===== config.mk =====
export PLATFORM = sky130hd
export DESIGN_NAME = base64_line_encoder_top
export DESIGN_NICKNAME = d
export VERILOG_FILES = /design/src/rtl/core/b64le_pkg.sv /design/src/rtl/core/base64_line_encoder_top.sv /design/src/rtl/core/b64le_front.sv /design/src/rtl/core/b64le_queue.sv /design/src/rtl/core/b64le_back.sv
export SDC_FILE = /design/constraint.sdc
export NUM_CORES = 1
export LEC_CHECK = 0
export BUFFER_PORTS_ARGS = -buffer_cell sky130_fd_sc_hd__buf_2
export CORE_MARGIN = 4
export CORE_UTILIZATION = 60
export DETAILED_ROUTE_END_ITERATION = 12
export HOLD_SLACK_MARGIN = 0.02
export PLACE_DENSITY = 0.79
export SYNTH_ARGS = -nofsm -noshare
export SYNTH_HDL_FRONTEND = slang
export SYNTH_SLANG_ARGS = --single-unit

===== constraint.sdc =====
create_clock -name clock -period 5.5 [get_ports clock]
set_clock_uncertainty 0.15 [all_clocks]
set_input_delay 1.65 -clock clock [delete_from_list [all_inputs] [get_ports clock]]
set_output_delay 1.65 -clock clock [all_outputs]
set_load 0.005 [all_outputs]

===== src/rtl/core/b64le_pkg.sv =====
// ----------------------------------------------------------------------------
// Base64 line encoder package
// Shared constants, the job record passed from front to back, and the
// Base64 alphabet lookup.
// ----------------------------------------------------------------------------
`default_nettype none

package b64le_pkg;

   localparam int BYTE_W       = 8;
   localparam int SEXTET_W     = 6;
   localparam int CHAR_W       = 7;
   localparam int LEN_W        = 8;
   localparam int QUEUE_DEPTH  = 2;
   localparam int QPTR_W       = (QUEUE_DEPTH > 1) ? $clog2(QUEUE_DEPTH) : 1;
   localparam int QCNT_W       = $clog2(QUEUE_DEPTH + 1);
   localparam int POS_W        = 3;

   localparam logic [LEN_W-1:0]  LINE_LENGTH_RESET = 8'd72;
   localparam logic [CHAR_W-1:0] PAD_CHAR          = 7'h3D;
   localparam logic [CHAR_W-1:0] EOL_CHAR          = 7'h00;

   localparam logic OP_DATA  = 1'b0;
   localparam logic OP_FLUSH = 1'b1;

   typedef struct packed {
      logic [3:0][SEXTET_W-1:0] sextet;    // sextet[0] is sent first
      logic                     has_chars; // four characters come before any line end
      logic [1:0]               pad_cnt;   // trailing pad characters
      logic                     eol;       // line end closes the job
   } b64le_job_type;

   function automatic logic [CHAR_W-1:0] b64_char(input logic [SEXTET_W-1:0] v);
      logic [CHAR_W-1:0] c;
      if (v < 6'd26) begin
         c = 7'h41 + {1'b0, v};
      end else if (v < 6'd52) begin
         c = 7'h61 + {1'b0, v} - 7'd26;
      end else if (v < 6'd62) begin
         c = 7'h30 + {1'b0, v} - 7'd52;
      end else if (v == 6'd62) begin
         c = 7'h2B;
      end else begin
         c = 7'h2F;
      end
      return c;
   endfunction

endpackage

`default_nettype wire


===== src/rtl/core/base64_line_encoder_top.sv =====
// ----------------------------------------------------------------------------
// Base64 line encoder top level
// Raw bytes in, Base64 characters with line ends out.
// ----------------------------------------------------------------------------
// An input item is a data byte (req_tuser low) or an end-of-data flush
// (req_tuser high). Every third byte and every flush yields a burst of
// items: four characters and an optional line end, or any padded
// characters and a closing line end; rsp_tlast marks the end of each
// burst. The input side takes one item per cycle while the two-entry job
// queue has room; the output register sends one item per cycle while
// rsp_tready is high. The user must write line_length through csr_wr_en
// and csr_wr_data only while the block is idle; the block itself does not
// enforce this.
`default_nettype none

module base64_line_encoder_top (
   input  wire                          clock,
   input  wire                          reset,
   input  wire                          csr_wr_en,
   input  wire [b64le_pkg::LEN_W-1:0]   csr_wr_data,
   input  wire                          req_tvalid,
   output logic                         req_tready,
   input  wire [7:0]                    req_tdata,  // [7:0] data_byte
   input  wire                          req_tuser,  // op
   output logic                         rsp_tvalid,
   input  wire                          rsp_tready,
   output logic [7:0]                   rsp_tdata,  // [6:0] char_code, [7] zero
   output logic                         rsp_tuser,  // line_end
   output logic                         rsp_tlast   // last
);
   import b64le_pkg::*;

   b64le_job_type push_job, head_job;
   logic          push, pop, full, empty;

   b64le_front u_front (
      .clock       (clock),
      .reset       (reset),
      .csr_wr_en   (csr_wr_en),
      .csr_wr_data (csr_wr_data),
      .req_tvalid  (req_tvalid),
      .req_tready  (req_tready),
      .req_tdata   (req_tdata),
      .req_tuser   (req_tuser),
      .job_push    (push),
      .job         (push_job),
      .queue_full  (full)
   );

   b64le_queue u_queue (
      .clock    (clock),
      .reset    (reset),
      .push     (push),
      .push_job (push_job),
      .full     (full),
      .pop      (pop),
      .head_job (head_job),
      .empty    (empty)
   );

   b64le_back u_back (
      .clock       (clock),
      .reset       (reset),
      .head_job    (head_job),
      .queue_empty (empty),
      .pop         (pop),
      .rsp_tvalid  (rsp_tvalid),
      .rsp_tready  (rsp_tready),
      .rsp_tdata   (rsp_tdata),
      .rsp_tuser   (rsp_tuser),
      .rsp_tlast   (rsp_tlast)
   );

endmodule

`default_nettype wire


===== src/rtl/core/b64le_front.sv =====
// ----------------------------------------------------------------------------
// Base64 line encoder front end
// Accepts items, collects byte groups, tracks the line count and hands
// one job per output burst to the queue.
// ----------------------------------------------------------------------------
`default_nettype none

module b64le_front (
   input  wire                          clock,
   input  wire                          reset,
   input  wire                          csr_wr_en,
   input  wire [b64le_pkg::LEN_W-1:0]   csr_wr_data,
   input  wire                          req_tvalid,
   output logic                         req_tready,
   input  wire [b64le_pkg::BYTE_W-1:0]  req_tdata,
   input  wire                          req_tuser,
   output logic                         job_push,
   output b64le_pkg::b64le_job_type     job,
   input  wire                          queue_full
);
   import b64le_pkg::*;

   logic [LEN_W-1:0]  line_length_ff;
   logic [BYTE_W-1:0] held_ff [2];
   logic [1:0]        group_fill_ff, group_fill_in;
   logic [LEN_W-1:0]  line_fill_ff, line_fill_in;
   logic [LEN_W:0]    sum;
   logic              accept;
   logic [BYTE_W-1:0] a, b, c;

   assign req_tready = !queue_full;
   assign accept     = req_tvalid && req_tready;
   assign a          = held_ff[0];
   assign b          = held_ff[1];
   assign c          = req_tdata;
   assign sum        = {1'b0, line_fill_ff} + 9'd4;

   always_comb begin
      group_fill_in = group_fill_ff;
      line_fill_in  = line_fill_ff;
      job_push      = 1'b0;
      job           = '0;
      if (accept) begin
         if (req_tuser == OP_DATA) begin
            if (group_fill_ff < 2'd2) begin
               group_fill_in = group_fill_ff + 2'd1;
            end else begin
               job_push      = 1'b1;
               job.sextet[0] = a[7:2];
               job.sextet[1] = {a[1:0], b[7:4]};
               job.sextet[2] = {b[3:0], c[7:6]};
               job.sextet[3] = c[5:0];
               job.has_chars = 1'b1;
               group_fill_in = 2'd0;
               if (sum >= {1'b0, line_length_ff}) begin
                  job.eol      = 1'b1;
                  line_fill_in = '0;
               end else begin
                  line_fill_in = sum[LEN_W-1:0];
               end
            end
         end else begin
            job_push = 1'b1;
            job.eol  = 1'b1;
            case (group_fill_ff)
               2'd1: begin
                  job.sextet[0] = a[7:2];
                  job.sextet[1] = {a[1:0], 4'b0000};
                  job.has_chars = 1'b1;
                  job.pad_cnt   = 2'd2;
               end
               2'd2: begin
                  job.sextet[0] = a[7:2];
                  job.sextet[1] = {a[1:0], b[7:4]};
                  job.sextet[2] = {b[3:0], 2'b00};
                  job.has_chars = 1'b1;
                  job.pad_cnt   = 2'd1;
               end
               default: begin
                  job.has_chars = 1'b0;
               end
            endcase
            group_fill_in = 2'd0;
            line_fill_in  = '0;
         end
      end
   end

   always_ff @(posedge clock) begin
      if (reset) begin
         line_length_ff <= LINE_LENGTH_RESET;
         group_fill_ff  <= 2'd0;
         line_fill_ff   <= '0;
      end else begin
         if (csr_wr_en) begin
            line_length_ff <= csr_wr_data;
         end
         group_fill_ff <= group_fill_in;
         line_fill_ff  <= line_fill_in;
      end
   end

   always_ff @(posedge clock) begin
      if (accept && req_tuser == OP_DATA && group_fill_ff < 2'd2) begin
         held_ff[group_fill_ff[0]] <= req_tdata;
      end
   end

   a_fill_range: assert property (@(posedge clock) disable iff (reset)
      group_fill_ff != 2'd3)
      else $error("group fill out of range");

   a_flush_clears: assert property (@(posedge clock) disable iff (reset)
      (accept && req_tuser == OP_FLUSH) |=> (group_fill_ff == 2'd0 && line_fill_ff == '0))
      else $error("flush did not clear counts");

endmodule

`default_nettype wire


===== src/rtl/core/b64le_queue.sv =====
// ----------------------------------------------------------------------------
// Base64 line encoder job queue
// Short FIFO of jobs between the front end and the output sequencer.
// ----------------------------------------------------------------------------
`default_nettype none

module b64le_queue (
   input  wire                        clock,
   input  wire                        reset,
   input  wire                        push,
   input  wire b64le_pkg::b64le_job_type push_job,
   output logic                       full,
   input  wire                        pop,
   output b64le_pkg::b64le_job_type   head_job,
   output logic                       empty
);
   import b64le_pkg::*;

   b64le_job_type     entry_ff [QUEUE_DEPTH];
   logic [QPTR_W-1:0] wr_ptr_ff, rd_ptr_ff;
   logic [QCNT_W-1:0] count_ff;
   logic              do_push, do_pop;

   assign full     = (count_ff == QCNT_W'(QUEUE_DEPTH));
   assign empty    = (count_ff == '0);
   assign do_push  = push && !full;
   assign do_pop   = pop && !empty;
   assign head_job = entry_ff[rd_ptr_ff];

   always_ff @(posedge clock) begin
      if (reset) begin
         wr_ptr_ff <= '0;
         rd_ptr_ff <= '0;
         count_ff  <= '0;
      end else begin
         if (do_push) begin
            wr_ptr_ff <= (wr_ptr_ff == QPTR_W'(QUEUE_DEPTH - 1)) ? '0 : wr_ptr_ff + 1'b1;
         end
         if (do_pop) begin
            rd_ptr_ff <= (rd_ptr_ff == QPTR_W'(QUEUE_DEPTH - 1)) ? '0 : rd_ptr_ff + 1'b1;
         end
         case ({do_push, do_pop})
            2'b10:   count_ff <= count_ff + 1'b1;
            2'b01:   count_ff <= count_ff - 1'b1;
            default: count_ff <= count_ff;
         endcase
      end
   end

   always_ff @(posedge clock) begin
      if (do_push) begin
         entry_ff[wr_ptr_ff] <= push_job;
      end
   end

endmodule

`default_nettype wire


===== src/rtl/core/b64le_back.sv =====
// ----------------------------------------------------------------------------
// Base64 line encoder output sequencer
// Takes jobs from the queue and sends their characters and line end as
// items, one per cycle when not stalled, through a registered output stage.
// ----------------------------------------------------------------------------
`default_nettype none

module b64le_back (
   input  wire                          clock,
   input  wire                          reset,
   input  wire b64le_pkg::b64le_job_type head_job,
   input  wire                          queue_empty,
   output logic                         pop,
   output logic                         rsp_tvalid,
   input  wire                          rsp_tready,
   output logic [7:0]                   rsp_tdata,  // [6:0] char_code, [7] zero
   output logic                         rsp_tuser,  // line_end
   output logic                         rsp_tlast
);
   import b64le_pkg::*;

   b64le_job_type     job_ff;
   logic              job_valid_ff, job_valid_in;
   logic [POS_W-1:0]  pos_ff, pos_in;
   logic              out_valid_ff, out_valid_in;
   logic [CHAR_W-1:0] out_char_ff, out_char_in;
   logic              out_eol_ff, out_eol_in;
   logic              out_last_ff, out_last_in;
   logic              out_free, emit, final_item;
   logic [POS_W-1:0]  total, n_chars;
   logic [1:0]        pos_idx;

   assign out_free   = !out_valid_ff || rsp_tready;
   assign n_chars    = job_ff.has_chars ? 3'd4 : 3'd0;
   assign total      = n_chars + {2'b00, job_ff.eol};
   assign final_item = (pos_ff == total - 3'd1);
   assign emit       = job_valid_ff && out_free;
   assign pop        = !queue_empty && (!job_valid_ff || (emit && final_item));
   assign pos_idx    = pos_ff[1:0];

   always_comb begin
      job_valid_in = job_valid_ff;
      pos_in       = pos_ff;
      out_valid_in = out_valid_ff && !rsp_tready;
      out_char_in  = out_char_ff;
      out_eol_in   = out_eol_ff;
      out_last_in  = out_last_ff;
      if (emit) begin
         out_valid_in = 1'b1;
         out_last_in  = final_item;
         if (pos_ff < n_chars) begin
            out_eol_in = 1'b0;
            if ({1'b0, pos_idx} >= 3'd4 - {1'b0, job_ff.pad_cnt}) begin
               out_char_in = PAD_CHAR;
            end else begin
               out_char_in = b64_char(job_ff.sextet[pos_idx]);
            end
         end else begin
            out_eol_in  = 1'b1;
            out_char_in = EOL_CHAR;
         end
         if (final_item) begin
            job_valid_in = 1'b0;
            pos_in       = '0;
         end else begin
            pos_in = pos_ff + 3'd1;
         end
      end
      if (pop) begin
         job_valid_in = 1'b1;
         pos_in       = '0;
      end
   end

   always_ff @(posedge clock) begin
      if (reset) begin
         job_valid_ff <= 1'b0;
         pos_ff       <= '0;
         out_valid_ff <= 1'b0;
      end else begin
         job_valid_ff <= job_valid_in;
         pos_ff       <= pos_in;
         out_valid_ff <= out_valid_in;
      end
   end

   always_ff @(posedge clock) begin
      out_char_ff <= out_char_in;
      out_eol_ff  <= out_eol_in;
      out_last_ff <= out_last_in;
      if (pop) begin
         job_ff <= head_job;
      end
   end

   assign rsp_tvalid = out_valid_ff;
   assign rsp_tdata  = {1'b0, out_char_ff};
   assign rsp_tuser  = out_eol_ff;
   assign rsp_tlast  = out_last_ff;

   a_pos_bound: assert property (@(posedge clock) disable iff (reset)
      job_valid_ff |-> (pos_ff < total))
      else $error("sequencer position past end of job");

   a_eol_zero: assert property (@(posedge clock) disable iff (reset)
      (out_valid_ff && out_eol_ff) |-> (out_char_ff == EOL_CHAR && out_last_ff))
      else $error("line end item malformed");

   a_pop_when_free: assert property (@(posedge clock) disable iff (reset)
      (pop && job_valid_ff) |-> (emit && final_item))
      else $error("job overwritten before it finished");

endmodule

`default_nettype wire


After elaboration in Yosys (flattened, before gate mapping)
Memories as Yosys holds them, arrays and structs flattened. A register that Yosys moved wholly into a read port is not among the register bits.
Index checks and enable logic that the tools add are counted.
{"block": "totals", "word_cells": 114, "regBits": 36, "ramBits": 72, "inputBits": 22, "out_inout_bits": 12, "n_memories": 2}
{"block": "op_classes", "reduce_logical": 25, "magnitude_cmp": 8, "n_addsub": 15, "eq_ne": 8, "n_mux": 41, "bitwise": 2}
{"memory": "u_queue.entry_ff", "words": 2, "width": 28, "read_ports": 1, "rd_clocked_by_memory_dff": 1, "write_ports": 1, "line_no": "b64le_queue.sv:19", "text": "b64le_job_type entry_ff [QUEUE_DEPTH];"}
{"memory": "u_front.held_ff", "words": 2, "width": 8, "read_ports": 2, "rd_clocked_by_memory_dff": 0, "write_ports": 1, "line_no": "b64le_front.sv:24", "text": "logic [BYTE_W-1:0] held_ff [2];"}
{"op": "28-bit two-way mux", "count": 1}
{"op": "25-bit two-way mux", "count": 1}
{"op": "6-bit two-way mux", "count": 4}
{"op": "8-bit two-way mux", "count": 3}
{"op": "12-bit case mux with 2 select lines", "count": 1}
{"op": "7-bit two-way mux", "count": 3}
{"op": "19-bit two-way mux", "count": 1}
{"op": "1-bit two-way mux", "count": 18}
{"op": "7-bit by 6-bit adder with 7-bit output, first input constant", "count": 2}
{"op": "6-bit binary-select mux with 2-bit select", "count": 1}
{"op": "6-bit less-than comparator, second input constant", "count": 2}
{"op": "8-bit by 3-bit adder with 9-bit output, second input constant", "count": 1}
{"op": "9-bit by 8-bit greater-or-equal comparator with 1-bit output", "count": 1}
{"op": "1-bit logical AND", "count": 9}
{"op": "3-bit two-way mux", "count": 3}
{"op": "2-bit case mux with 2 select lines", "count": 2}
{"op": "6-bit by 6-bit adder with 7-bit output, first input constant", "count": 1}
{"op": "7-bit by 5-bit subtractor with 7-bit output, second input constant", "count": 1}
{"op": "7-bit by 6-bit subtractor with 7-bit output, second input constant", "count": 1}
{"op": "2-bit == test, second input constant", "count": 3}
{"op": "6-bit == test, second input constant", "count": 1}
{"op": "6-bit by 5-bit less-than comparator with 1-bit output, second input constant", "count": 1}
{"op": "2-bit two-way mux", "count": 3}
{"op": "2-bit nonzero test", "count": 3}
{"op": "20 further kinds", "count": 32}

Longest topological paths before layout
Gate-level depths: netlist (run 1).
{"block": "depth", "ltp_word": 10, "mapped_depth": 11, "ltp_nobuf": 10}

Cells and area by module
Synthesis (run 1) repeated with hierarchy kept, for this count alone.
{"block": "unflattened", "cells_unflattened": 419, "area_unflattened_um2": 5909.4}
{"module": "b64le_queue", "n_inst": 1, "area_each_um2": 2235.9, "seq_area_each_um2": 1781.7, "cells_per_inst": 113}
{"module": "b64le_back", "n_inst": 1, "area_each_um2": 2003.2, "seq_area_each_um2": 1211.2, "cells_per_inst": 146}
{"module": "b64le_front", "n_inst": 1, "area_each_um2": 1670.4, "seq_area_each_um2": 800.8, "cells_per_inst": 160}

Worst setup path after synthesis (run 1)
No wires, ideal clock.
{"block": "synth_path", "kind": "input -> register", "from": "input port rsp_tready", "to": "register u_queue.count_ff[1]", "required_time_ns": 5.280, "setup_time_ns": 0.070, "setup_slack_ns": 1.029, "path_buffers": 0, "t_arrival_ns": 4.251, "path_stages": 6, "path_cell_list": "nand2b_1 a21o_1 nor2b_1 ha_1 or3_1 a21oi_1"}
{"block": "synth_between", "elab_chain_len": 8, "word_cells_on_any_way": 10, "cone_classes": "eq/ne: 2; mux: 1; reduce/logical: 7"}
{"element": "start: declaration", "line_no": "base64_line_encoder_top.sv:26", "text": "input wire rsp_tready,"}
{"element": "1-bit logical OR *", "line_no": "b64le_back.sv:33", "text": "assign out_free = !out_valid_ff || rsp_tready;"}
{"element": "1-bit logical AND *", "line_no": "b64le_back.sv:37", "text": "assign emit = job_valid_ff && out_free;"}
{"element": "1-bit logical AND *", "line_no": "b64le_back.sv:38", "text": "assign pop = !queue_empty && (!job_valid_ff || (emit && final_item));"}
{"element": "1-bit logical OR *", "line_no": "b64le_back.sv:38"}
{"element": "1-bit logical AND *", "line_no": "b64le_back.sv:38"}
{"element": "named net pop", "line_no": "base64_line_encoder_top.sv:34", "text": "logic push, pop, full, empty;"}
{"element": "1-bit logical AND *", "line_no": "b64le_queue.sv:27", "text": "assign do_pop = pop && !empty;"}
{"element": "2-bit by 1-bit == test with 1-bit output / 2-bit == test (equally long branches)", "line_no": "b64le_queue.sv:42", "text": "case ({do_push, do_pop})"}
{"element": "2-bit case mux with 2 select lines / 2-bit nonzero test (equally long branches)"}
{"element": "end signal: assignment", "line_no": "b64le_queue.sv:43", "text": "2'b10: count_ff <= count_ff + 1'b1;"}
{"element": "end signal: assignment", "line_no": "b64le_queue.sv:44", "text": "2'b01: count_ff <= count_ff - 1'b1;"}
{"element": "end signal: assignment", "line_no": "b64le_queue.sv:45", "text": "default: count_ff <= count_ff;"}
{"element": "end: declaration", "line_no": "b64le_queue.sv:21", "text": "logic [QCNT_W-1:0] count_ff;"}
Mark *: on every way through the listed nets, which the timed path passes. The rest lies on a longest branch.
A chain may end at the register's enable or synchronous reset.

Worst setup path after layout (run 1)
Ends and elaborated chain as after synthesis.

==> metrics, run 1 <==
via count approximately 3300; clock slew seen by the registers of the worst setup and hold paths about 0.06 ns; reg-to-reg setup timing slack roughly 2.6 ns; share of total power consumed by net switching 30.6%; Tcrit/Tclk final a little under three fifths; Worst Hold Depth 2; part of the Yosys area used for sequential elements about two thirds; count of cells resized by post-cts repair 0; FF+latch count, synth 134; Gate power share roughly a quarter; detailed-route wire length per cell around 16 µm; number of synthesized flops with an enable pin between 100 and 150; total internal power ~2.4 mW; peak clock frequency supported by timing roughly 330 MHz; Max VDD drop approximately 0.00035 V; CTS Hold Buffers Added 0; Async SR Flop Fraction 0%; cts bufs inserted 17; type of the setup path with the least slack in2reg; Slew Viols, Final 0; die boundary width 106 µm; relative contribution of the clock network to total power between 30% and 40%; required arrival time at the worst endpoint a little under 6 ns; FF+latch area 3770 µm²; power per cell area approximately 520 nW/µm²; Critical Path, Cell by Cell buf_2, nand2b_1, a21o_1, nor2b_2, buf_4, ha_1, or3_1, a21oi_1; leakage power figure approximately 2.5 nW; Final Net Count between 400 and 500; largest area contributor in the netlist sky130_fd_sc_hd__edfxtp_1; H-Tree Level Count 4; number of hold-slack violations in the final timing report 0; grt ovf 0; clock insertion delay at the later pin of the skew report around 0.50 ns; Detailed Place HPWL 6.37 mm; Register-to-Register Path Depth 7; number of post-CTS setup repair buffers 0; largest net degree at the start of global routing 32; count of synthesis-stage warnings from yosys 0; kind of end point of the critical path register; post-synthesis average cell area 14.2 µm²; area of the multi-input gates between 1500 and 2000 µm²; Total GRT Usage approximately 18%; part of the power in registers between 40 and 50%; ports placed on the boundary 34; cell count after synthesis 405; die footprint about 11000 µm²; setup repair after global routing missed its margin false; syn_nets 449; outcome finished, final reports clean; number of standard cells in the final layout excluding fillers around 590; count of placed standard cells including taps 556; CP max FO 31; TritonCTS clock tree built; primary flip-flop cell chosen by synthesis mapping sky130_fd_sc_hd__edfxtp_1; final weighted congestion of routability-driven global placement between 0.8 and 0.9; clk root buf sky130_fd_sc_hd__clkbuf_8; most numerous cell in the Yosys netlist sky130_fd_sc_hd__edfxtp_1; vertical die dimension 106 µm; deepest clock path buffer count 2; Detailed Routing Iterations Pass 1 4; antenna-violating nets left 0; crit path DAT approximately 3.4 ns; net load switching power approximately 1.1 mW; first-pass GRT wire length about 16 mm; worst stage delay on the critical path roughly 0.38 ns; reported max-cap violation count 0; standard cell with the maximum stage delay on the critical path sky130_fd_sc_hd__ha_1; Post-Syn Area between 5000 and 6000 µm²; relative slew slack between 40 and 50%; top post-synthesis cells by area sky130_fd_sc_hd__edfxtp_1, sky130_fd_sc_hd__dfxtp_1, sky130_fd_sc_hd__mux2_2, sky130_fd_sc_hd__ha_1, sky130_fd_sc_hd__and2_1; Starting DRT DRC Count 198; Post-Route WL just under 10 mm; number of diodes 0; initial core utilization 62.1%; cell row count 35; Worst Setup Start Kind input pin; via count of the first global-routing pass around 3300; most numerous cell types in the synthesized netlist sky130_fd_sc_hd__edfxtp_1, sky130_fd_sc_hd__mux2_2, sky130_fd_sc_hd__nor2_1; final number of setup-violating endpoints 0; initial antenna violation count 0; total number of clock tree sinks between 100 and 150; mean number of vias per cell approximately 5.5; Core Region a little over 9000 µm²; count of filler cells inserted in the layout between 600 and 700; layout overhead on the synthesized area 15.2%; Remaining DRCs 0; worst slew pin tran around 0.77 ns; Yosys top cell area share between 50% and 60%; Final min period 3.06 ns; sum of negative setup slack 0 ns; # port buffers 32; count of different cell masters after synthesis 48; path category of the worst min-delay check reg2reg; share of cells above drive strength 1 between 20% and 30%
layer usage:
metal  up-vias  GRT usage (%)  share of wire, %
met1      1598           24.3                46
met5         -              0                 0
li1       1585              -                 -
met3         8           5.53               3.2
met4         0           4.90              0.89
met2        71           30.1                50
flip-flops by register name (all words and copies together) (netlist names):
| register | cells |
|---|---|
| u_back.rsp_tvalid | 1 |
| u_back.rsp_tlast | 1 |
| u_queue.entry_ff | 56 |
| u_front.line_length_ff | 8 |
| u_back.out_char_ff | 7 |
| u_back.job_ff | 28 |
| u_back.rsp_tuser | 1 |
| u_front.line_fill_ff | 6 |
| u_front.group_fill_ff | 2 |
| u_queue.count_ff | 2 |
| u_front.held_ff | 16 |
| u_queue.rd_ptr_ff | 1 |
| u_back.pos_ff | 3 |
| u_queue.wr_ptr_ff | 1 |
| u_back.job_valid_ff | 1 |
cell usage in the layout (no fill, tap or decap), types with 7 or more instances in the layout:
master and n:
sky130_fd_sc_hd__and2_1 26, sky130_fd_sc_hd__nand2_1 13, sky130_fd_sc_hd__a21oi_1 14, sky130_fd_sc_hd__dfxtp_1 25, sky130_fd_sc_hd__edfxtp_1 109, sky130_fd_sc_hd__xnor2_1 9, sky130_fd_sc_hd__buf_2 32, sky130_fd_sc_hd__nor2_1 28
sky130_fd_sc_hd__ha_1 22, sky130_fd_sc_hd__mux2_2 30, sky130_fd_sc_hd__inv_1 24, sky130_fd_sc_hd__o21ai_0 7, sky130_fd_sc_hd__clkbuf_16 16, sky130_fd_sc_hd__nand3_1 7, sky130_fd_sc_hd__mux2i_1 8
worst paths after layout:
check	from	end
max	rsp_tready	u_queue.count_ff[1]
min	u_front.line_length_ff[6]	u_front.line_length_ff[6]
max reg2reg	u_back.pos_ff[0]	u_back.out_char_ff[2]
min reg2reg	u_front.line_length_ff[6]	u_front.line_length_ff[6]
worst max-delay path: cells and delay by family:
kind | cells | cell delay, ns
AO/OA/AOI/OAI | 2 | 0.31
AND/OR/NAND/NOR | 3 | 0.66
buffers and inverters | 2 | 0.34
adder cells (fa/ha/maj) | 1 | 0.38
power by group through the flow:
| stage | clock [mW] | combinational [mW] | sequential (mW) |
|---|---|---|---|
| after floorplan | 0 | 0.706 | 1.43 |
| after global placement | 0 | 0.867 | 1.44 |
| after detailed placement | 0 | 0.900 | 1.45 |
| after CTS | 1.13 | 0.907 | 1.43 |
| after global routing | 1.19 | 1.00 | 1.45 |
| final | 1.12 | 0.903 | 1.43 |
logic make-up after synthesis:
logic type / after synthesis / share of synthesized area (%)
buffers and inverters: 39 / 2.91
other: 1 / 0.0650
AOI/OAI and AO/OA: 52 / 6.34
xor gates and xnor gates: 12 / 1.82
and+or+nand+nor: 101 / 9.07
DFF: 134 / 65.4
adders and majority gates: 22 / 4.77
muxes: 44 / 9.59
stage by stage:
| stage | setup WS [ns] | cell area, µm² | power (mW) | utilization, % | hold slack [ns] |
|---|---|---|---|---|---|
| detailed placement | 1.92 | 6050 | 2.35 | 65.2 | 0.333 |
| CTS | 2.45 | 6650 | 3.47 | 71.6 | 0.346 |
| finish | 2.44 | 6650 | 3.45 | 71.6 | 0.343 |
| global placement | 1.97 | 6050 | 2.31 | 65.2 | 0.323 |
| floorplan | 1.03 | 5770 | 2.14 | - | 0.308 |
| global route | 2.33 | 6650 | 3.64 | 71.6 | 0.376 |
cell type report:
type,count,share of cell area [%]
clock buffers,17,6.23
clock inverters,15,2.73
inverters,25,1.41
multi-input cells,232,27.5
flip-flops and latches,134,56.8
well taps,129,2.43
repair buffers,36,2.86
Note: power is estimated with default switching activity, not from simulation.
==> run 2, diff against run 1 <==
==> constraint.sdc (replaced) <==
create_clock -name clock -period 2.9 [get_ports clock]
set_clock_uncertainty 0.15 [all_clocks]
set_input_delay 0.87 -clock clock [delete_from_list [all_inputs] [get_ports clock]]
set_output_delay 0.87 -clock clock [all_outputs]
set_load 0.005 [all_outputs]
==> run 2 against run 1 <==
Register-to-register slack got worse by 2.4 ns. Non-clock buffer count rose by 6. Via count grew 1.4%. First-iteration DRC count increased by 23%. Worst hold slack better by 0.0018 ns. Clock power grew 96%. Cell count rose by 1.0%. Count of clock-buffer cells in the layout is the same. Critical path type is now reg2reg. Largest power group unchanged.
==> metrics, run 2 (synthesized netlist as in run 1, its figures left out) <==
outcome finished, final reports clean (unchanged); Gate power share 26.3% (was 26.2%); Starting DRT DRC Count 243 (was 198); reg-to-reg setup timing slack 0.20 ns (was 2.55 ns); Core Region 9280 µm² (unchanged); Total GRT Usage 19.4% (was 18.4%); share of total power consumed by net switching 29.8% (was 30.6%); Detailed Place HPWL 6.53 mm (was 6.37 mm); worst stage delay on the critical path 0.65 ns (was 0.38 ns); # port buffers 32 (unchanged); Detailed Routing Iterations Pass 1 4 (unchanged); Post-Route WL 10.1 mm (was 9.65 mm); Final Net Count 496 (was 490); sum of negative setup slack 0 ns (unchanged); crit path DAT 2.90 ns (was 3.35 ns); cts bufs inserted 17 (unchanged); share of cells above drive strength 1 25.2% (was 24.4%); leakage power figure 2.56 nW (was 2.51 nW); part of the power in registers 40.8% (was 41.4%); number of post-CTS setup repair buffers 0 (unchanged); number of standard cells in the final layout excluding fillers 594 (was 588); count of filler cells inserted in the layout 603 (was 627); vertical die dimension 106 µm (unchanged); power per cell area 998 nW/µm² (was 519 nW/µm²); final weighted congestion of routability-driven global placement 0.881 (was 0.859); Tcrit/Tclk final between 90% and 100%; relative contribution of the clock network to total power 32.9% (was 32.4%); most common cell after layout, fill and taps aside sky130_fd_sc_hd__edfxtp_1 (unchanged); Worst Setup Start Kind register (was input pin); setup repair after global routing missed its margin false (unchanged); mean number of vias per cell 5.57 (was 5.55); total number of clock tree sinks 134 (unchanged); clk root buf sky130_fd_sc_hd__clkbuf_8 (unchanged); final number of setup-violating endpoints 0 (unchanged); reported max-cap violation count 0 (unchanged); largest net degree at the start of global routing 31 (was 32); Final min period 2.70 ns; via count of the first global-routing pass 3412 (was 3276); number of hold-slack violations in the final timing report 0 (unchanged); most frequent cells in the layout sky130_fd_sc_hd__edfxtp_1, sky130_fd_sc_hd__buf_2, sky130_fd_sc_hd__mux2_2 (unchanged); cell row count 35 (unchanged); Slew Viols, Final 0 (unchanged); CP max FO 9 (was 31); number of flip-flops under the largest register name 56 (unchanged); count of placed standard cells including taps 562 (was 556); total internal power 4.70 mW (was 2.39 mW); Remaining DRCs 0 (unchanged); ports placed on the boundary 34 (unchanged); worst slew pin tran 0.595 ns (was 0.766 ns); Critical Path, Cell by Cell mux4_2, ha_1, nand2_1, mux2_2, nand2_1, o21ai_0, a221oi_2 (was buf_2, nand2b_1, a21o_1, nor2b_2, buf_4, ha_1, or3_1, a21oi_1); type of the setup path with the least slack reg2reg (was in2reg); number of diodes 0 (unchanged); deepest clock path buffer count 2 (unchanged); clock insertion delay at the later pin of the skew report 0.52 ns (was 0.50 ns); register ranked first by flip-flop count u_queue.entry_ff (unchanged); first-pass GRT wire length 16.6 mm (was 16.0 mm); die footprint 11200 µm² (unchanged); H-Tree Level Count 4 (unchanged); die boundary width 106 µm (unchanged); required arrival time at the worst endpoint 3.09 ns (was 5.79 ns); antenna-violating nets left 0 (unchanged); cell with the most instances on the worst path sky130_fd_sc_hd__nand2_1; kind of end point of the critical path register (unchanged); TritonCTS clock tree built (unchanged); initial core utilization 62.1% (unchanged); clock slew seen by the registers of the worst setup and hold paths 0.06 ns (about the same); relative slew slack 60.1% (was 48.9%); via count 3309 (was 3262); peak clock frequency supported by timing ~370 MHz; initial antenna violation count 0 (unchanged); path category of the worst min-delay check reg2reg (unchanged); standard cell with the maximum stage delay on the critical path sky130_fd_sc_hd__mux4_2 (was sky130_fd_sc_hd__ha_1); grt ovf 0 (unchanged); Max VDD drop 0.000484 V (was 0.000347 V); net load switching power 2.00 mW (was 1.06 mW); detailed-route wire length per cell 17.1 µm (was 16.4 µm); layout overhead on the synthesized area 16.4% (was 15.2%)
[run 2: cell types whose count changed in the layout (fill, tap and decap cells not counted), sizes merged]
cell    before  now
bufinv       2    4
clkinv       2    5
buf         36   42
inv         34   29
[run 2: layout make-up]
cell class | instances | area [µm²] | area share, %
inverter | 25 | 93.8 | 1.40
tap | 129 | 161 | 2.40
timing repair buffer | 42 | 235 | 3.50
clock inverter | 15 | 200 | 2.98
sequential | 134 | 3770 | 56.2
multi-input combinational | 232 | 1840 | 27.3
clock buffer | 17 | 414 | 6.17
[run 2: path summary, 6_finish.rpt]
check                             from                         to  depth (start not counted)
max                   u_back.pos_ff[0]      u_back.out_char_ff[2]                          7
min          u_front.line_length_ff[6]  u_front.line_length_ff[6]                          2
max reg2reg           u_back.pos_ff[0]      u_back.out_char_ff[2]                          7
min reg2reg  u_front.line_length_ff[6]  u_front.line_length_ff[6]                          2
[run 2: repair_timing]
action                     in CTS  in global routing
setup endpoints to repair       0                  3
resized for setup               0                  1
hold buffers                    0                  0
[run 2: metal layers]
layer | GRT usage, % | part of all wire [%] | up-vias
met5 | 0 | 0 | -
met3 | 4.25 | 3.9 | 21
met4 | 9.34 | 2.4 | 0
li1 | - | - | 1582
met1 | 23.5 | 43 | 1610
met2 | 33.0 | 51 | 96
[run 2: metrics by stage]
stage | setup slack [ns] | power, mW | util (%) | area, µm² | hold slack [ns]
CTS | 0.0609 | 6.72 | 72.3 | 6710 | 0.345
floorplan | 0.191 | 4.06 | - | 5780 | 0.308
global route | 0.0618 | 7.04 | 72.3 | 6720 | 0.369
global placement | 0.224 | 4.42 | 65.7 | 6100 | 0.325
detailed placement | 0.132 | 4.50 | 65.7 | 6100 | 0.337
finish | 0.196 | 6.70 | 72.3 | 6720 | 0.345
[run 2: worst max-delay path, delay by kind of cell (launching register included)]
kind / cells / cell delay, ns
multiplexers: 2 / 1.01
flip-flops: 1 / 0.47
AO/OA/AOI/OAI: 2 / 0.40
adder cells (fa/ha/maj): 1 / 0.30
AND/OR/NAND/NOR: 2 / 0.19
[run 2: power by group through the flow]
stage,Clock [mW],Combinational (mW),Sequential (mW)
after detailed placement,0,1.73,2.76
final,2.20,1.76,2.73
after global routing,2.33,1.94,2.77
after floorplan,0,1.36,2.71
after global placement,0,1.67,2.75
after CTS,2.23,1.75,2.74
